--- src/rtl/scc_pkg.sv ---
// Package: shared types, codes and constants for the sensor channel calibrator.
`default_nettype none
package scc_pkg;

  localparam int MASK_BITS      = 4;
  localparam int LIMIT_BITS     = 24;
  localparam int PCT_BITS       = 8;
  localparam int RATIO_BITS     = 16;
  localparam int SCALE_BITS     = 10;
  localparam int CFG_INDEX_BITS = 3;
  localparam int CFG_DATA_BITS  = 24;

  localparam logic [1:0] REQ_CAL  = 2'd0;
  localparam logic [1:0] REQ_MEAS = 2'd1;
  localparam logic [1:0] REQ_CLR  = 2'd2;

  localparam logic [1:0] ST_INIT     = 2'd0;
  localparam logic [1:0] ST_FINISHED = 2'd1;
  localparam logic [1:0] ST_ENZYME   = 2'd2;
  localparam logic [1:0] ST_VALUE    = 2'd3;

  localparam logic [1:0] VD_CONTINUE = 2'd0;
  localparam logic [1:0] VD_DONE     = 2'd1;
  localparam logic [1:0] VD_ERROR    = 2'd2;

  localparam logic [CFG_INDEX_BITS-1:0] CFG_ENABLE_MASK = 3'd0;
  localparam logic [CFG_INDEX_BITS-1:0] CFG_ERR_CHECK   = 3'd1;
  localparam logic [CFG_INDEX_BITS-1:0] CFG_SWING_HI    = 3'd2;
  localparam logic [CFG_INDEX_BITS-1:0] CFG_PEAK_HI     = 3'd3;
  localparam logic [CFG_INDEX_BITS-1:0] CFG_SWING_LO    = 3'd4;
  localparam logic [CFG_INDEX_BITS-1:0] CFG_AGREE_LO    = 3'd5;
  localparam logic [CFG_INDEX_BITS-1:0] CFG_AGREE_HI    = 3'd6;

  localparam logic [LIMIT_BITS-1:0] RST_SWING_HI = 24'd8500000;
  localparam logic [LIMIT_BITS-1:0] RST_PEAK_HI  = 24'd15000000;
  localparam logic [LIMIT_BITS-1:0] RST_SWING_LO = 24'd10000;
  localparam logic [PCT_BITS-1:0]   RST_AGREE_LO = 8'd96;
  localparam logic [PCT_BITS-1:0]   RST_AGREE_HI = 8'd103;

  typedef struct packed {
    logic [MASK_BITS-1:0]  enable_mask;
    logic                  err_check;
    logic [LIMIT_BITS-1:0] swing_hi;
    logic [LIMIT_BITS-1:0] peak_hi;
    logic [LIMIT_BITS-1:0] swing_lo;
    logic [PCT_BITS-1:0]   agree_lo;
    logic [PCT_BITS-1:0]   agree_hi;
  } cfg_t;

endpackage
`default_nettype wire

--- src/rtl/scc_if.sv ---
// Interfaces: sample input channel and result output channel.
`default_nettype none
interface scc_in_if #(parameter int FREQ_BITS = 24) ();
  logic                 valid;
  logic                 ready;
  logic [1:0]           req_type;
  logic [1:0]           channel;
  logic [FREQ_BITS-1:0] peak_freq;
  logic [FREQ_BITS-1:0] floor_freq;
  logic [FREQ_BITS-1:0] swing_freq;

  modport source(output valid, req_type, channel, peak_freq, floor_freq, swing_freq,
                 input ready);
  modport sink(input valid, req_type, channel, peak_freq, floor_freq, swing_freq,
               output ready);
endinterface

interface scc_out_if ();
  logic                            valid;
  logic                            ready;
  logic [1:0]                      out_channel;
  logic [1:0]                      cal_status;
  logic [1:0]                      cal_count;
  logic [scc_pkg::RATIO_BITS-1:0]  ratio_value;
  logic                            divide_error;
  logic [1:0]                      verdict;

  modport source(output valid, out_channel, cal_status, cal_count, ratio_value,
                 divide_error, verdict, input ready);
  modport sink(input valid, out_channel, cal_status, cal_count, ratio_value,
               divide_error, verdict, output ready);
endinterface
`default_nettype wire

--- src/rtl/scc_cfg_regs.sv ---
// Configuration register bank with reset values.
`default_nettype none
module scc_cfg_regs (
  input  logic                                clk,
  input  logic                                rst,
  input  logic                                cfg_we,
  input  logic [scc_pkg::CFG_INDEX_BITS-1:0]  cfg_index,
  input  logic [scc_pkg::CFG_DATA_BITS-1:0]   cfg_data,
  output scc_pkg::cfg_t                       cfg
);

  always_ff @(posedge clk) begin
    if (rst) begin
      cfg.enable_mask <= '0;
      cfg.err_check   <= 1'b1;
      cfg.swing_hi    <= scc_pkg::RST_SWING_HI;
      cfg.peak_hi     <= scc_pkg::RST_PEAK_HI;
      cfg.swing_lo    <= scc_pkg::RST_SWING_LO;
      cfg.agree_lo    <= scc_pkg::RST_AGREE_LO;
      cfg.agree_hi    <= scc_pkg::RST_AGREE_HI;
    end else if (cfg_we) begin
      case (cfg_index)
        scc_pkg::CFG_ENABLE_MASK: cfg.enable_mask <= cfg_data[scc_pkg::MASK_BITS-1:0];
        scc_pkg::CFG_ERR_CHECK:   cfg.err_check   <= cfg_data[0];
        scc_pkg::CFG_SWING_HI:    cfg.swing_hi    <= cfg_data[scc_pkg::LIMIT_BITS-1:0];
        scc_pkg::CFG_PEAK_HI:     cfg.peak_hi     <= cfg_data[scc_pkg::LIMIT_BITS-1:0];
        scc_pkg::CFG_SWING_LO:    cfg.swing_lo    <= cfg_data[scc_pkg::LIMIT_BITS-1:0];
        scc_pkg::CFG_AGREE_LO:    cfg.agree_lo    <= cfg_data[scc_pkg::PCT_BITS-1:0];
        scc_pkg::CFG_AGREE_HI:    cfg.agree_hi    <= cfg_data[scc_pkg::PCT_BITS-1:0];
        default: ;
      endcase
    end
  end

endmodule
`default_nettype wire

--- src/rtl/scc_divider.sv ---
// Restoring divider, one quotient bit per cycle.
`default_nettype none
module scc_divider #(
  parameter int DIVIDEND_BITS = 34,
  parameter int DIVISOR_BITS  = 24
) (
  input  logic                     clk,
  input  logic                     rst,
  input  logic                     start,
  input  logic [DIVIDEND_BITS-1:0] dividend,
  input  logic [DIVISOR_BITS-1:0]  divisor,
  output logic                     done,
  output logic [DIVIDEND_BITS-1:0] quotient
);

  localparam int CNTW = $clog2(DIVIDEND_BITS + 1);

  logic                    busy;
  logic [CNTW-1:0]         cnt;
  logic [DIVISOR_BITS-1:0] dsr;
  logic [DIVISOR_BITS:0]   rem;
  logic [DIVISOR_BITS:0]   shifted;
  logic [DIVISOR_BITS+1:0] diff;
  logic                    qbit;

  assign shifted = {rem[DIVISOR_BITS-1:0], quotient[DIVIDEND_BITS-1]};
  assign diff    = {1'b0, shifted} - {2'b00, dsr};
  assign qbit    = ~diff[DIVISOR_BITS+1];

  always_ff @(posedge clk) begin
    if (rst) begin
      busy <= 1'b0;
      done <= 1'b0;
      cnt  <= '0;
    end else begin
      done <= 1'b0;
      if (start) begin
        busy <= 1'b1;
        cnt  <= CNTW'(DIVIDEND_BITS);
      end else if (busy) begin
        cnt <= cnt - 1'b1;
        if (cnt == CNTW'(1)) begin
          busy <= 1'b0;
          done <= 1'b1;
        end
      end
    end
  end

  always_ff @(posedge clk) begin
    if (start) begin
      rem      <= '0;
      quotient <= dividend;
      dsr      <= divisor;
    end else if (busy) begin
      rem      <= qbit ? diff[DIVISOR_BITS:0] : shifted;
      quotient <= {quotient[DIVIDEND_BITS-2:0], qbit};
    end
  end

endmodule
`default_nettype wire

--- src/rtl/sensor_channel_calibrator_unit.sv ---
// Top level: sequencer, per-channel calibration state and result register.
// Path: S_EVAL then S_FIN for items without a divide; S_EVAL, S_DIV and
// S_FIN when a divide runs, with the shared bit-serial divider setting the
// time spent in S_DIV; S_FIN holds while the result is not taken.
// One item in flight; the next is accepted once the result is registered.
// Synchronous active-high reset: statuses init, counts and references zero.
`default_nettype none
module sensor_channel_calibrator_unit #(
  parameter int CHANNELS  = 4,
  parameter int FREQ_BITS = 24
) (
  input  logic                                clk,
  input  logic                                rst,
  input  logic                                cfg_we,
  input  logic [scc_pkg::CFG_INDEX_BITS-1:0]  cfg_index,
  input  logic [scc_pkg::CFG_DATA_BITS-1:0]   cfg_data,
  scc_in_if.sink                              sample,
  scc_out_if.source                           result
);

  localparam int IDXW = (CHANNELS > 1) ? $clog2(CHANNELS) : 1;
  localparam int CW   = (FREQ_BITS > scc_pkg::LIMIT_BITS) ? FREQ_BITS : scc_pkg::LIMIT_BITS;
  localparam int DDW  = FREQ_BITS + scc_pkg::SCALE_BITS;
  localparam int RW   = scc_pkg::RATIO_BITS;

  localparam logic [1:0] S_IDLE = 2'd0;
  localparam logic [1:0] S_EVAL = 2'd1;
  localparam logic [1:0] S_DIV  = 2'd2;
  localparam logic [1:0] S_FIN  = 2'd3;

  scc_pkg::cfg_t cfg;

  logic [1:0]           state;
  logic [1:0]           req;
  logic [1:0]           ch;
  logic [FREQ_BITS-1:0] peak;
  logic [FREQ_BITS-1:0] floor_f;
  logic [FREQ_BITS-1:0] swing;
  logic [RW-1:0]        ratio;
  logic                 div_err;

  logic [1:0]           status [CHANNELS];
  logic [1:0]           count  [CHANNELS];
  logic [FREQ_BITS-1:0] refs   [CHANNELS];
  logic [1:0]           status_next [CHANNELS];
  logic [1:0]           count_next  [CHANNELS];
  logic [FREQ_BITS-1:0] refs_next   [CHANNELS];

  logic                 out_valid;
  logic [1:0]           out_channel, out_status, out_count, out_verdict;
  logic [RW-1:0]        out_ratio;
  logic                 out_div_err;

  logic [IDXW-1:0]      idx;
  logic                 ch_valid, upper_ok, lower_ok, good, cal_act, cal_second;
  logic                 ref_zero, need_div, agree_fail, fin_go, out_load;
  logic [1:0]           st_cur, cnt_cur, cnt_inc;
  logic [FREQ_BITS-1:0] ref_cur, diff;
  logic [DDW-1:0]       x_ext, dividend, quotient;
  logic                 div_start, div_done;
  logic [RW-1:0]        q_sat;
  logic [CHANNELS-1:0]  en_vec;
  logic                 all_done, known_err;
  logic [1:0]           verdict_next;

  scc_cfg_regs u_cfg (
    .clk       (clk),
    .rst       (rst),
    .cfg_we    (cfg_we),
    .cfg_index (cfg_index),
    .cfg_data  (cfg_data),
    .cfg       (cfg)
  );

  assign ch_valid = (32'(ch) < 32'(CHANNELS));
  assign idx      = IDXW'(ch);
  assign st_cur   = status[idx];
  assign cnt_cur  = count[idx];
  assign ref_cur  = refs[idx];
  assign cnt_inc  = cnt_cur + 2'd1;
  assign ref_zero = (ref_cur == '0);

  assign upper_ok = (CW'(swing) < CW'(cfg.swing_hi)) && (CW'(peak) < CW'(cfg.peak_hi));
  assign lower_ok = (CW'(swing) > CW'(cfg.swing_lo));
  assign good     = upper_ok && lower_ok;
  assign cal_act  = (req == scc_pkg::REQ_CAL) && ch_valid && cfg.enable_mask[ch]
                    && (st_cur == scc_pkg::ST_INIT);
  assign cal_second = cal_act && good && (cnt_inc == 2'd2);
  assign need_div   = (cal_second || ((req == scc_pkg::REQ_MEAS) && ch_valid)) && !ref_zero;

  // x*1000 = x*1024 - x*16 - x*8 ; x*100 = x*64 + x*32 + x*4
  assign diff  = peak - floor_f;
  assign x_ext = DDW'((req == scc_pkg::REQ_MEAS) ? diff : swing);
  assign dividend = (req == scc_pkg::REQ_MEAS)
                    ? (x_ext << 10) - (x_ext << 4) - (x_ext << 3)
                    : (x_ext << 6) + (x_ext << 5) + (x_ext << 2);
  assign div_start = (state == S_EVAL) && need_div;

  scc_divider #(
    .DIVIDEND_BITS (DDW),
    .DIVISOR_BITS  (FREQ_BITS)
  ) u_div (
    .clk      (clk),
    .rst      (rst),
    .start    (div_start),
    .dividend (dividend),
    .divisor  (ref_cur),
    .done     (div_done),
    .quotient (quotient)
  );

  assign q_sat = (|quotient[DDW-1:RW]) ? '1 : quotient[RW-1:0];

  assign agree_fail = (ratio <= RW'(cfg.agree_lo)) || (ratio >= RW'(cfg.agree_hi));
  assign fin_go     = !out_valid || result.ready;
  assign out_load   = (state == S_FIN) && fin_go;
  assign sample.ready = (state == S_IDLE);

  always_ff @(posedge clk) begin
    if (rst) begin
      state <= S_IDLE;
    end else begin
      case (state)
        S_IDLE: if (sample.valid) state <= S_EVAL;
        S_EVAL: state <= need_div ? S_DIV : S_FIN;
        S_DIV:  if (div_done) state <= S_FIN;
        S_FIN:  if (fin_go) state <= S_IDLE;
        default: state <= S_IDLE;
      endcase
    end
  end

  always_ff @(posedge clk) begin
    if (sample.valid && sample.ready) begin
      req     <= sample.req_type;
      ch      <= sample.channel;
      peak    <= sample.peak_freq;
      floor_f <= sample.floor_freq;
      swing   <= sample.swing_freq;
    end
    if (state == S_EVAL) begin
      ratio   <= cal_second ? '1 : '0;
      div_err <= (req == scc_pkg::REQ_MEAS) && (!ch_valid || ref_zero);
    end else if ((state == S_DIV) && div_done) begin
      ratio <= q_sat;
    end
  end

  always_comb begin
    status_next = status;
    count_next  = count;
    refs_next   = refs;
    if (out_load) begin
      if (cal_act) begin
        if (upper_ok) begin
          if (lower_ok) begin
            count_next[idx] = cnt_inc;
            if (cnt_inc == 2'd1) begin
              refs_next[idx] = swing;
            end else if (cnt_inc == 2'd2) begin
              refs_next[idx] = swing;
              if (agree_fail) begin
                count_next[idx] = 2'd1;
              end else begin
                count_next[idx]  = 2'd0;
                status_next[idx] = scc_pkg::ST_FINISHED;
              end
            end
          end else if (cfg.err_check) begin
            count_next[idx]  = 2'd0;
            status_next[idx] = scc_pkg::ST_ENZYME;
          end
        end else if (cfg.err_check) begin
          count_next[idx]  = 2'd0;
          status_next[idx] = scc_pkg::ST_VALUE;
        end
      end
      if (req == scc_pkg::REQ_CLR) begin
        for (int i = 0; i < CHANNELS; i++) begin
          status_next[i] = scc_pkg::ST_INIT;
          count_next[i]  = 2'd0;
        end
      end
    end
  end

  for (genvar g = 0; g < CHANNELS; g++) begin : g_en
    if (g < scc_pkg::MASK_BITS) begin : g_has
      assign en_vec[g] = cfg.enable_mask[g];
    end else begin : g_none
      assign en_vec[g] = 1'b0;
    end
  end

  always_comb begin
    all_done  = 1'b1;
    known_err = 1'b0;
    for (int i = 0; i < CHANNELS; i++) begin
      if (en_vec[i] && (status_next[i] != scc_pkg::ST_FINISHED)) all_done = 1'b0;
      if ((status_next[i] == scc_pkg::ST_ENZYME) || (status_next[i] == scc_pkg::ST_VALUE))
        known_err = 1'b1;
    end
    if (all_done) verdict_next = scc_pkg::VD_DONE;
    else if (known_err) verdict_next = scc_pkg::VD_ERROR;
    else verdict_next = scc_pkg::VD_CONTINUE;
  end

  always_ff @(posedge clk) begin
    if (rst) begin
      for (int i = 0; i < CHANNELS; i++) begin
        status[i] <= scc_pkg::ST_INIT;
        count[i]  <= 2'd0;
        refs[i]   <= '0;
      end
    end else begin
      status <= status_next;
      count  <= count_next;
      refs   <= refs_next;
    end
  end

  always_ff @(posedge clk) begin
    if (rst) begin
      out_valid <= 1'b0;
    end else if (out_load) begin
      out_valid <= 1'b1;
    end else if (result.ready) begin
      out_valid <= 1'b0;
    end
  end

  always_ff @(posedge clk) begin
    if (out_load) begin
      out_channel <= ch;
      out_status  <= ch_valid ? status_next[idx] : scc_pkg::ST_INIT;
      out_count   <= ch_valid ? count_next[idx] : 2'd0;
      out_ratio   <= ratio;
      out_div_err <= div_err;
      out_verdict <= verdict_next;
    end
  end

  assign result.valid        = out_valid;
  assign result.out_channel  = out_channel;
  assign result.cal_status   = out_status;
  assign result.cal_count    = out_count;
  assign result.ratio_value  = out_ratio;
  assign result.divide_error = out_div_err;
  assign result.verdict      = out_verdict;

  a_accept_eval: assert property (@(posedge clk) disable iff (rst)
    sample.valid && sample.ready |=> state == S_EVAL)
    else $error("accepted transaction did not enter evaluation");

  a_done_in_div: assert property (@(posedge clk) disable iff (rst)
    div_done |-> state == S_DIV)
    else $error("divider finished outside the divide phase");

  a_err_no_ratio: assert property (@(posedge clk) disable iff (rst)
    result.valid |-> !(result.divide_error && (result.ratio_value != '0)))
    else $error("divide error reported with a nonzero ratio");

  a_status_count: assert property (@(posedge clk) disable iff (rst)
    result.valid && (result.cal_status != scc_pkg::ST_INIT) |-> result.cal_count == 2'd0)
    else $error("nonzero count on a channel out of init");

endmodule
`default_nettype wire
--- src/flat_wrapper.sv ---
// flat-port wrapper written by rule: the top's interface ports become plain ports
module sensor_channel_calibrator_unit_flat 
#(
  parameter int CHANNELS  = 4,
  parameter int FREQ_BITS = 24
)
  (clk, rst, cfg_we, cfg_index, cfg_data, sample_valid, sample_req_type, sample_channel, sample_peak_freq, sample_floor_freq, sample_swing_freq, sample_ready, result_valid, result_out_channel, result_cal_status, result_cal_count, result_ratio_value, result_divide_error, result_verdict, result_ready);
  scc_in_if #(.FREQ_BITS(FREQ_BITS)) sample_i ();
  scc_out_if result_i ();
  input  logic clk;
  input  logic rst;
  input  logic cfg_we;
  input  logic [scc_pkg::CFG_INDEX_BITS-1:0] cfg_index;
  input  logic [scc_pkg::CFG_DATA_BITS-1:0] cfg_data;
  input wire logic [$bits(sample_i.valid)-1:0] sample_valid;
  input wire logic [$bits(sample_i.req_type)-1:0] sample_req_type;
  input wire logic [$bits(sample_i.channel)-1:0] sample_channel;
  input wire logic [$bits(sample_i.peak_freq)-1:0] sample_peak_freq;
  input wire logic [$bits(sample_i.floor_freq)-1:0] sample_floor_freq;
  input wire logic [$bits(sample_i.swing_freq)-1:0] sample_swing_freq;
  output wire logic [$bits(sample_i.ready)-1:0] sample_ready;
  output wire logic [$bits(result_i.valid)-1:0] result_valid;
  output wire logic [$bits(result_i.out_channel)-1:0] result_out_channel;
  output wire logic [$bits(result_i.cal_status)-1:0] result_cal_status;
  output wire logic [$bits(result_i.cal_count)-1:0] result_cal_count;
  output wire logic [$bits(result_i.ratio_value)-1:0] result_ratio_value;
  output wire logic [$bits(result_i.divide_error)-1:0] result_divide_error;
  output wire logic [$bits(result_i.verdict)-1:0] result_verdict;
  input wire logic [$bits(result_i.ready)-1:0] result_ready;
  assign sample_i.valid = sample_valid;
  assign sample_i.req_type = sample_req_type;
  assign sample_i.channel = sample_channel;
  assign sample_i.peak_freq = sample_peak_freq;
  assign sample_i.floor_freq = sample_floor_freq;
  assign sample_i.swing_freq = sample_swing_freq;
  assign sample_ready = sample_i.ready;
  assign result_valid = result_i.valid;
  assign result_out_channel = result_i.out_channel;
  assign result_cal_status = result_i.cal_status;
  assign result_cal_count = result_i.cal_count;
  assign result_ratio_value = result_i.ratio_value;
  assign result_divide_error = result_i.divide_error;
  assign result_verdict = result_i.verdict;
  assign result_i.ready = result_ready;
  sensor_channel_calibrator_unit #(.CHANNELS(CHANNELS), .FREQ_BITS(FREQ_BITS)) u_core (.clk(clk), .rst(rst), .cfg_we(cfg_we), .cfg_index(cfg_index), .cfg_data(cfg_data), .sample(sample_i), .result(result_i));
endmodule
--- config.mk ---
export PLATFORM = sky130hd
export DESIGN_NAME = sensor_channel_calibrator_unit_flat
export DESIGN_NICKNAME = d
export VERILOG_FILES = /design/src/rtl/scc_pkg.sv /design/src/rtl/scc_if.sv /design/src/rtl/scc_cfg_regs.sv /design/src/rtl/scc_divider.sv /design/src/rtl/sensor_channel_calibrator_unit.sv /design/src/flat_wrapper.sv
export SDC_FILE = /design/constraint.sdc
export NUM_CORES = 1
export LEC_CHECK = 0
export ABC_AREA = 1
export CAP_MARGIN = 10
export CORE_MARGIN = 2
export CORE_UTILIZATION = 59
export CTS_CLUSTER_SIZE = 40
export DETAILED_ROUTE_END_ITERATION = 16
export DONT_BUFFER_PORTS = 1
export GPL_TIMING_DRIVEN = 0
export PLACE_DENSITY = 0.78
export SYNTH_ARGS = -nofsm -noshare
export SYNTH_HDL_FRONTEND = slang
export SYNTH_SLANG_ARGS = --single-unit
export TNS_END_PERCENT = 1
--- constraint.sdc ---
create_clock -name clk -period 4.94 [get_ports clk]
set_input_delay 0.247 -clock clk [delete_from_list [all_inputs] [get_ports clk]]
set_output_delay 0.247 -clock clk [all_outputs]
set_load 0.1 [all_outputs]
After elaboration in Yosys (flattened, before gate mapping)
Index checks and enable logic that the tools add are counted.
{"block": "totals", "regBits": 416, "input_bits": 108, "latch_bits": 0, "memories": 0, "mem_bits_rw": 0, "romBits": 0}
{"block": "op_classes", "bitwise": 15, "mux": 75, "n_reduce_logical": 47, "shift": 0, "order_cmp": 8, "div_mod_pow": 0, "mul": 0, "addsub": 8, "n_eq_ne": 29}
{"operator": "two-way mux 96 bit", "count": 2}
{"operator": "two-way mux 8 bit", "count": 19}
{"operator": "two-way mux 24 bit", "count": 5}
{"operator": "two-way mux 34 bit", "count": 3}
{"operator": "bitwise mux 96 bit", "count": 1}
{"operator": "adder 34 bit", "count": 2}
{"operator": "subtractor 34 bit", "count": 2}
{"operator": "two-way mux 16 bit", "count": 4}
{"operator": "binary-select mux 24 bit (select 2 bit)", "count": 1}
{"operator": "demux 24 bit (select 2 bit)", "count": 1}
{"operator": "less-than comparator 24 bit", "count": 2}
{"operator": "two-way mux 2 bit", "count": 13}
{"operator": "subtractor 25 x 24 -> 26 bit", "count": 1}
{"operator": "== test 2 bit (second input constant)", "count": 12}
{"operator": "> comparator 24 bit", "count": 1}
{"operator": "zero test 24 bit", "count": 1}
{"operator": "subtractor 24 bit", "count": 1}
{"operator": "OR reduction 18 bit", "count": 1}
{"operator": "logical AND 1 bit", "count": 17}
{"operator": "AND 8 bit", "count": 2}
{"operator": "binary-select mux 2 bit (select 2 bit)", "count": 4}
{"operator": "greater-or-equal comparator 16 x 8 -> 1 bit", "count": 1}
{"operator": "less-or-equal comparator 16 x 8 -> 1 bit", "count": 1}
{"operator": "two-way mux 1 bit", "count": 16}
{"operator": "other kinds (34)", "count": 69}

Logic depth before layout (Yosys ltp)
{"block": "logic_depth", "word_depth": 22, "depth_mapped": 37, "depth_no_buf": 37}

Hierarchy
A second synthesis with hierarchy kept.
{"block": "unflattened", "hier_cells": 3606, "hier_area_um2": 26700.6}
{"mod": "sensor_channel_calibrator_unit", "cells_each": 2322, "instances": 1, "area_per_inst_um2": 17407.9}
{"mod": "scc_divider", "cells_each": 775, "instances": 1, "area_per_inst_um2": 5662.9}
{"mod": "scc_cfg_regs", "cells_each": 509, "instances": 1, "area_per_inst_um2": 3629.7}

Least setup slack after synthesis
OpenSTA, ideal clock, no wires.
{"block": "synth_path", "kind": "register to register", "from": "register u_core.req[1]", "to": "register u_core.u_div.quotient[18] (data pin)", "path_stages_with_launch": 27, "arrival_ns": 4.321, "setup_ns": 0.254, "slack_ns": 0.365, "path_cell_list": "edfxtp_1 inv_1 nand2_1 buf_2 inv_1 clkbuf_1 buf_1 buf_1 nand2_1 nand2_1 inv_1 fa_1 fa_1 inv_1 a21oi_1 o21ai_0 nand2_1 nand2_1 nand2_1 a31oi_1 inv_1 o21ai_0 a21oi_1 o21ai_0 nand2_1 nand2_1 nand2_1"}
{"block": "synth_between", "elab_chain_len": 9}
{"element": "start: declaration", "line": "sensor_channel_calibrator_unit.sv:34", "rtl": "logic [1:0] req;"}
{"element": "start signal: assignment", "line": "sensor_channel_calibrator_unit.sv:135", "rtl": "req <= sample.req_type;"}
{"element": "branches (longest 8 deep; another with adder 34 bit)"}
{"element": "two-way mux 34 bit *", "line": "scc_divider.sv:51", "rtl": "if (start) begin"}
{"element": "end signal: assignment", "line": "scc_divider.sv:53", "rtl": "quotient <= dividend;"}
{"element": "end signal: assignment", "line": "scc_divider.sv:57", "rtl": "quotient <= {quotient[DIVIDEND_BITS-2:0], qbit};"}
{"element": "end: declaration", "line": "scc_divider.sv:13", "rtl": "output logic [DIVIDEND_BITS-1:0] quotient"}
Every way passes the cells marked *.
A chain may end at the register's enable or synchronous reset.

Worst setup path in the final report
{"block": "layout_path", "from": "register u_core.peak[0]", "to": "register u_core.u_div.quotient[29] (data pin)"}
{"block": "layout_between", "elab_chain_len": 9}
{"element": "start: declaration", "line": "sensor_channel_calibrator_unit.sv:36", "rtl": "logic [FREQ_BITS-1:0] peak;"}
{"element": "start signal: assignment", "line": "sensor_channel_calibrator_unit.sv:137", "rtl": "peak <= sample.peak_freq;"}
{"element": "branches (longest 8 deep; another with adder 34 bit)"}
{"element": "two-way mux 34 bit *", "line": "scc_divider.sv:51"}
Marked as above.

==> impl_metrics.ini <==
[power_and_ir_drop]
power_switching_mw = 9.585
swShare_pct = 47.66
ir_worst_vdd_v = 0.0004819
p_int_mw = 10.53
combPwrFrac_pct = 60.2
pwr-share-seq_pct = 21.9
p_clk_share_pct = 17.9
p_leak_nw = 13.66
powerDensity_nw_per_um2 = 665.5

[final_layout]
n_fill_cell = 3328
post-route-util_pct = 70.47
nets = 3846
regArea_um2 = 10090
multi_input_area_um2 = 14070
area_growth_pct = 18.58
final_layout_size_suffix_gt1_share_pct = 10.19

[sta]
fin_skew_ps = 63.37
fmax_mhz = 202.0
setup_ws_ps = -11.73
post-route-period-util_pct = 100.2
slew_viol_final = 0
slew_headroom_pct = 26.70
tightest_slew_ps = 1099
timing.final.hold_violations = 0
period_needed_ps = 4952
finalSetupTns_ps = -18.35
rsz0062_at_grt = true
setup_violations = 2

[route]
routed_wl_um = 82390
vias_per_cell = 5.959
route.detailed.drc = 0
drt_iter0_drc = 2594
antenna_left = 0
drtPass1Iterations = 6
wire_per_inst_um = 20.05
vias = 24490

[die]
ios = 135
die_area_um2 = 44870
core_area_um2 = 42890
initial_utilization_pct = 59.43
die_h_um = 211.8
num_rows = 76
die_w_um = 211.8

[critical_path]
cp_max_fo = 5
arrival_ps = 5280
setup.worst_path.class = reg -> reg
worstPathRequired_ps = 5270
worstSetupEndpointType = register
start_kind = register

[logic_synthesis]
postSynth.asyncResetShare_pct = 0
synth_area_leaders = edfxtp_1 (21%), dfxtp_1 (19%), ha_1 (11%), nand2_1 (11%), inv_1 (7.2%)
syn_area_um2 = 25490
yosys.cell_types.count = 48
synth_seq_cells = 416
seq_area_frac_synth_pct = 39.59
synth_top_area_share_pct = 20.74
synthCells = 3302
synth-main-ff-cell = dfxtp_1
synth_warnings = 0
syn_avg_cell_area_um2 = 7.718
synth_top_area_cell = edfxtp_1
synth_edf_count = 176
synth_fp_nets = 3660

[global_routing]
grt_usage_pct = 36.11
grt_pass1_vias = 23490
grt_pass1_wl_um = 125400
met2_usage_pct = 58.17
grt_max_degree = 72
overflow = 0
met3_usage_pct = 7.744
top_usage_layer = met2
antenna_found_initial = 7
use_met1_pct = 46.06

[cts]
clock-sinks = 416
htree_levels = 2
tritoncts = done
clk_pin_slew_ps = 60
numCtsBuffers = 45
cts_root_buffer = clkbuf_16
cts_max_path_buffers = 3
clk_latency_ps = 640

[placement]
io_buffers = 0
hpwl_um = 60380
gp_congestion = 0.9935

[status]
violations = setup timing
status = complete, but fails checks

[job]
maxCapViolations = 0

[min_path]
hp-class = in -> reg
cell usage after synthesis (5+ instances only):
library cell  instances
xor2_1               32
edfxtp_1            176
o211ai_1             46
clkbuf_1             60
nand2_1             718
o22ai_1               5
a31oi_1               9
buf_2                30
inv_1               487
nand3_1             122
nor2_1              181
ha_1                232
nor3_1               24
a21oi_1             363
a221oi_1             27
buf_1                 6
a21boi_0             11
fa_1                 18
xnor2_1              21
inv_2                 6
nor4_1               10
dfxtp_1             240
or2_2                12
nand4_1              36
a21o_1               19
o21ai_0             322
o21bai_1             13
buf_4                11
o21ai_1              15
o21a_1               17
critical path, stage by stage, from the launching register on:
cell and delay, ps:
edfxtp_1 440, inv_2 130, ha_4 140, inv_2 50, fa_2 430, nand3_4 120
nand2_4 90, a21oi_4 220, o31ai_4 80, nand4_1 110, nand2_2 70, xor2_2 180
nand2_2 90, nand2_4 120, inv_4 60, ha_1 300, ha_1 190, o21bai_1 160
ha_2 340, a21oi_1 210, o21ai_0 140, a21oi_2 240, nand3_4 140, nand4_1 110
nand3_2 70, or2_2 270, nand3_1 60, a22oi_1 70
layout make-up:
type                       count  area share [%]
inverter                     496           6.202
buffer                       108           1.735
sequential                   416           33.39
timing repair buffer         139           4.471
multi-input combinational   2282           46.56
clock inverter                20          0.9771
antenna                        3         0.02484
tap                          585           2.422
clock buffer                  61           4.223
registers in the layout, summed over array words and instances, names as in the netlist, 8 cells and up:
name and count:
u_core.ratio 16, u_core.status 8, u_core.u_cfg.cfg 93, u_core.u_div.dsr 24
u_core.result.ratio_value 16, u_core.u_div.quotient 34, u_core.count 8, u_core.swing 24
u_core.refs 96, u_core.peak 24, u_core.u_div.rem 24, u_core.floor_f 24
final timing paths:
kind | from | endpoint | slack, ps | cells after the start
worst min register to register | u_core.div_err | u_core.result.divide_error | 440 | 0
worst max-delay path | u_core.peak[0] | u_core.u_div.quotient[29] | -10 | 27
worst max register to register | u_core.peak[0] | u_core.u_div.quotient[29] | -10 | 27
worst min-delay path | sample_valid | u_core.req[1] | 60 | 2
power by group through the flow:
stage	clock network, mW	registers, mW	logic (mW)
floorplan	0	4.34	6.74
global placement	0	4.48	9.04
detailed placement	0	4.47	9.20
CTS	3.60	4.40	9.89
global route	3.75	4.43	13.1
finish	3.60	4.41	12.1
per-stage QoR:
step	power [mW]	setup slack [ps]	instances	hold slack, ps	area, um^2
after CTS	17.89	-62.20	4081	34.36	29280
final	20.11	-11.73	4110	62.90	30220
after global placement	13.51	-1411	3887	345.9	26220
after global routing	21.27	-226.4	4109	48.84	30220
after floorplan	11.08	364.9	3302	345.9	25490
after detailed placement	13.66	-1529	3889	345.9	26280
cell families (layout without fill, tap and decap cells):
| family | count (synthesis) | count (layout) | synth area share [%] |
|---|---|---|---|
| flops | 416 | 416 | 39.59 |
| other cells | 0 | 3 | 0 |
| simple gates | 1119 | 1119 | 17.99 |
| buf+inv | 604 | 824 | 9.235 |
| fa+ha+maj | 250 | 250 | 12.80 |
| compound gates | 860 | 860 | 18.56 |
| xor+xnor | 53 | 53 | 1.821 |
layer usage:
| metal | share of wire (%) | vias to the layer above |
|---|---|---|
| met5 | 0.070 | - |
| met3 | 9.8 | 284 |
| met1 | 40 | 11440 |
| met2 | 45 | 1318 |
| met4 | 5.4 | 8 |
| li1 | - | 11440 |
cell usage in the layout, fill, tap and decap left out, drive strengths merged, types with 46 or more instances in the layout:
master and instances:
nand2 722, a21oi 363, ha 232, nor2 185, o211ai 46, dfxtp 240
edfxtp 176, o21ai 338, buf 81, inv 495, nand3 123, dlygate4sd3 107
clkbuf 120
timing repair:
action | in CTS | in global routing
pin swaps | 7 | 59
hold buffers | 107 | 0
endpoints found under the hold margin | 171 | 0
resized for setup | 91 | 184
endpoints found under the setup margin | 28 | 22
setup buffers | 4 | 26
cloned | 0 | 0
Note: power is estimated with default switching activity, not from simulation.
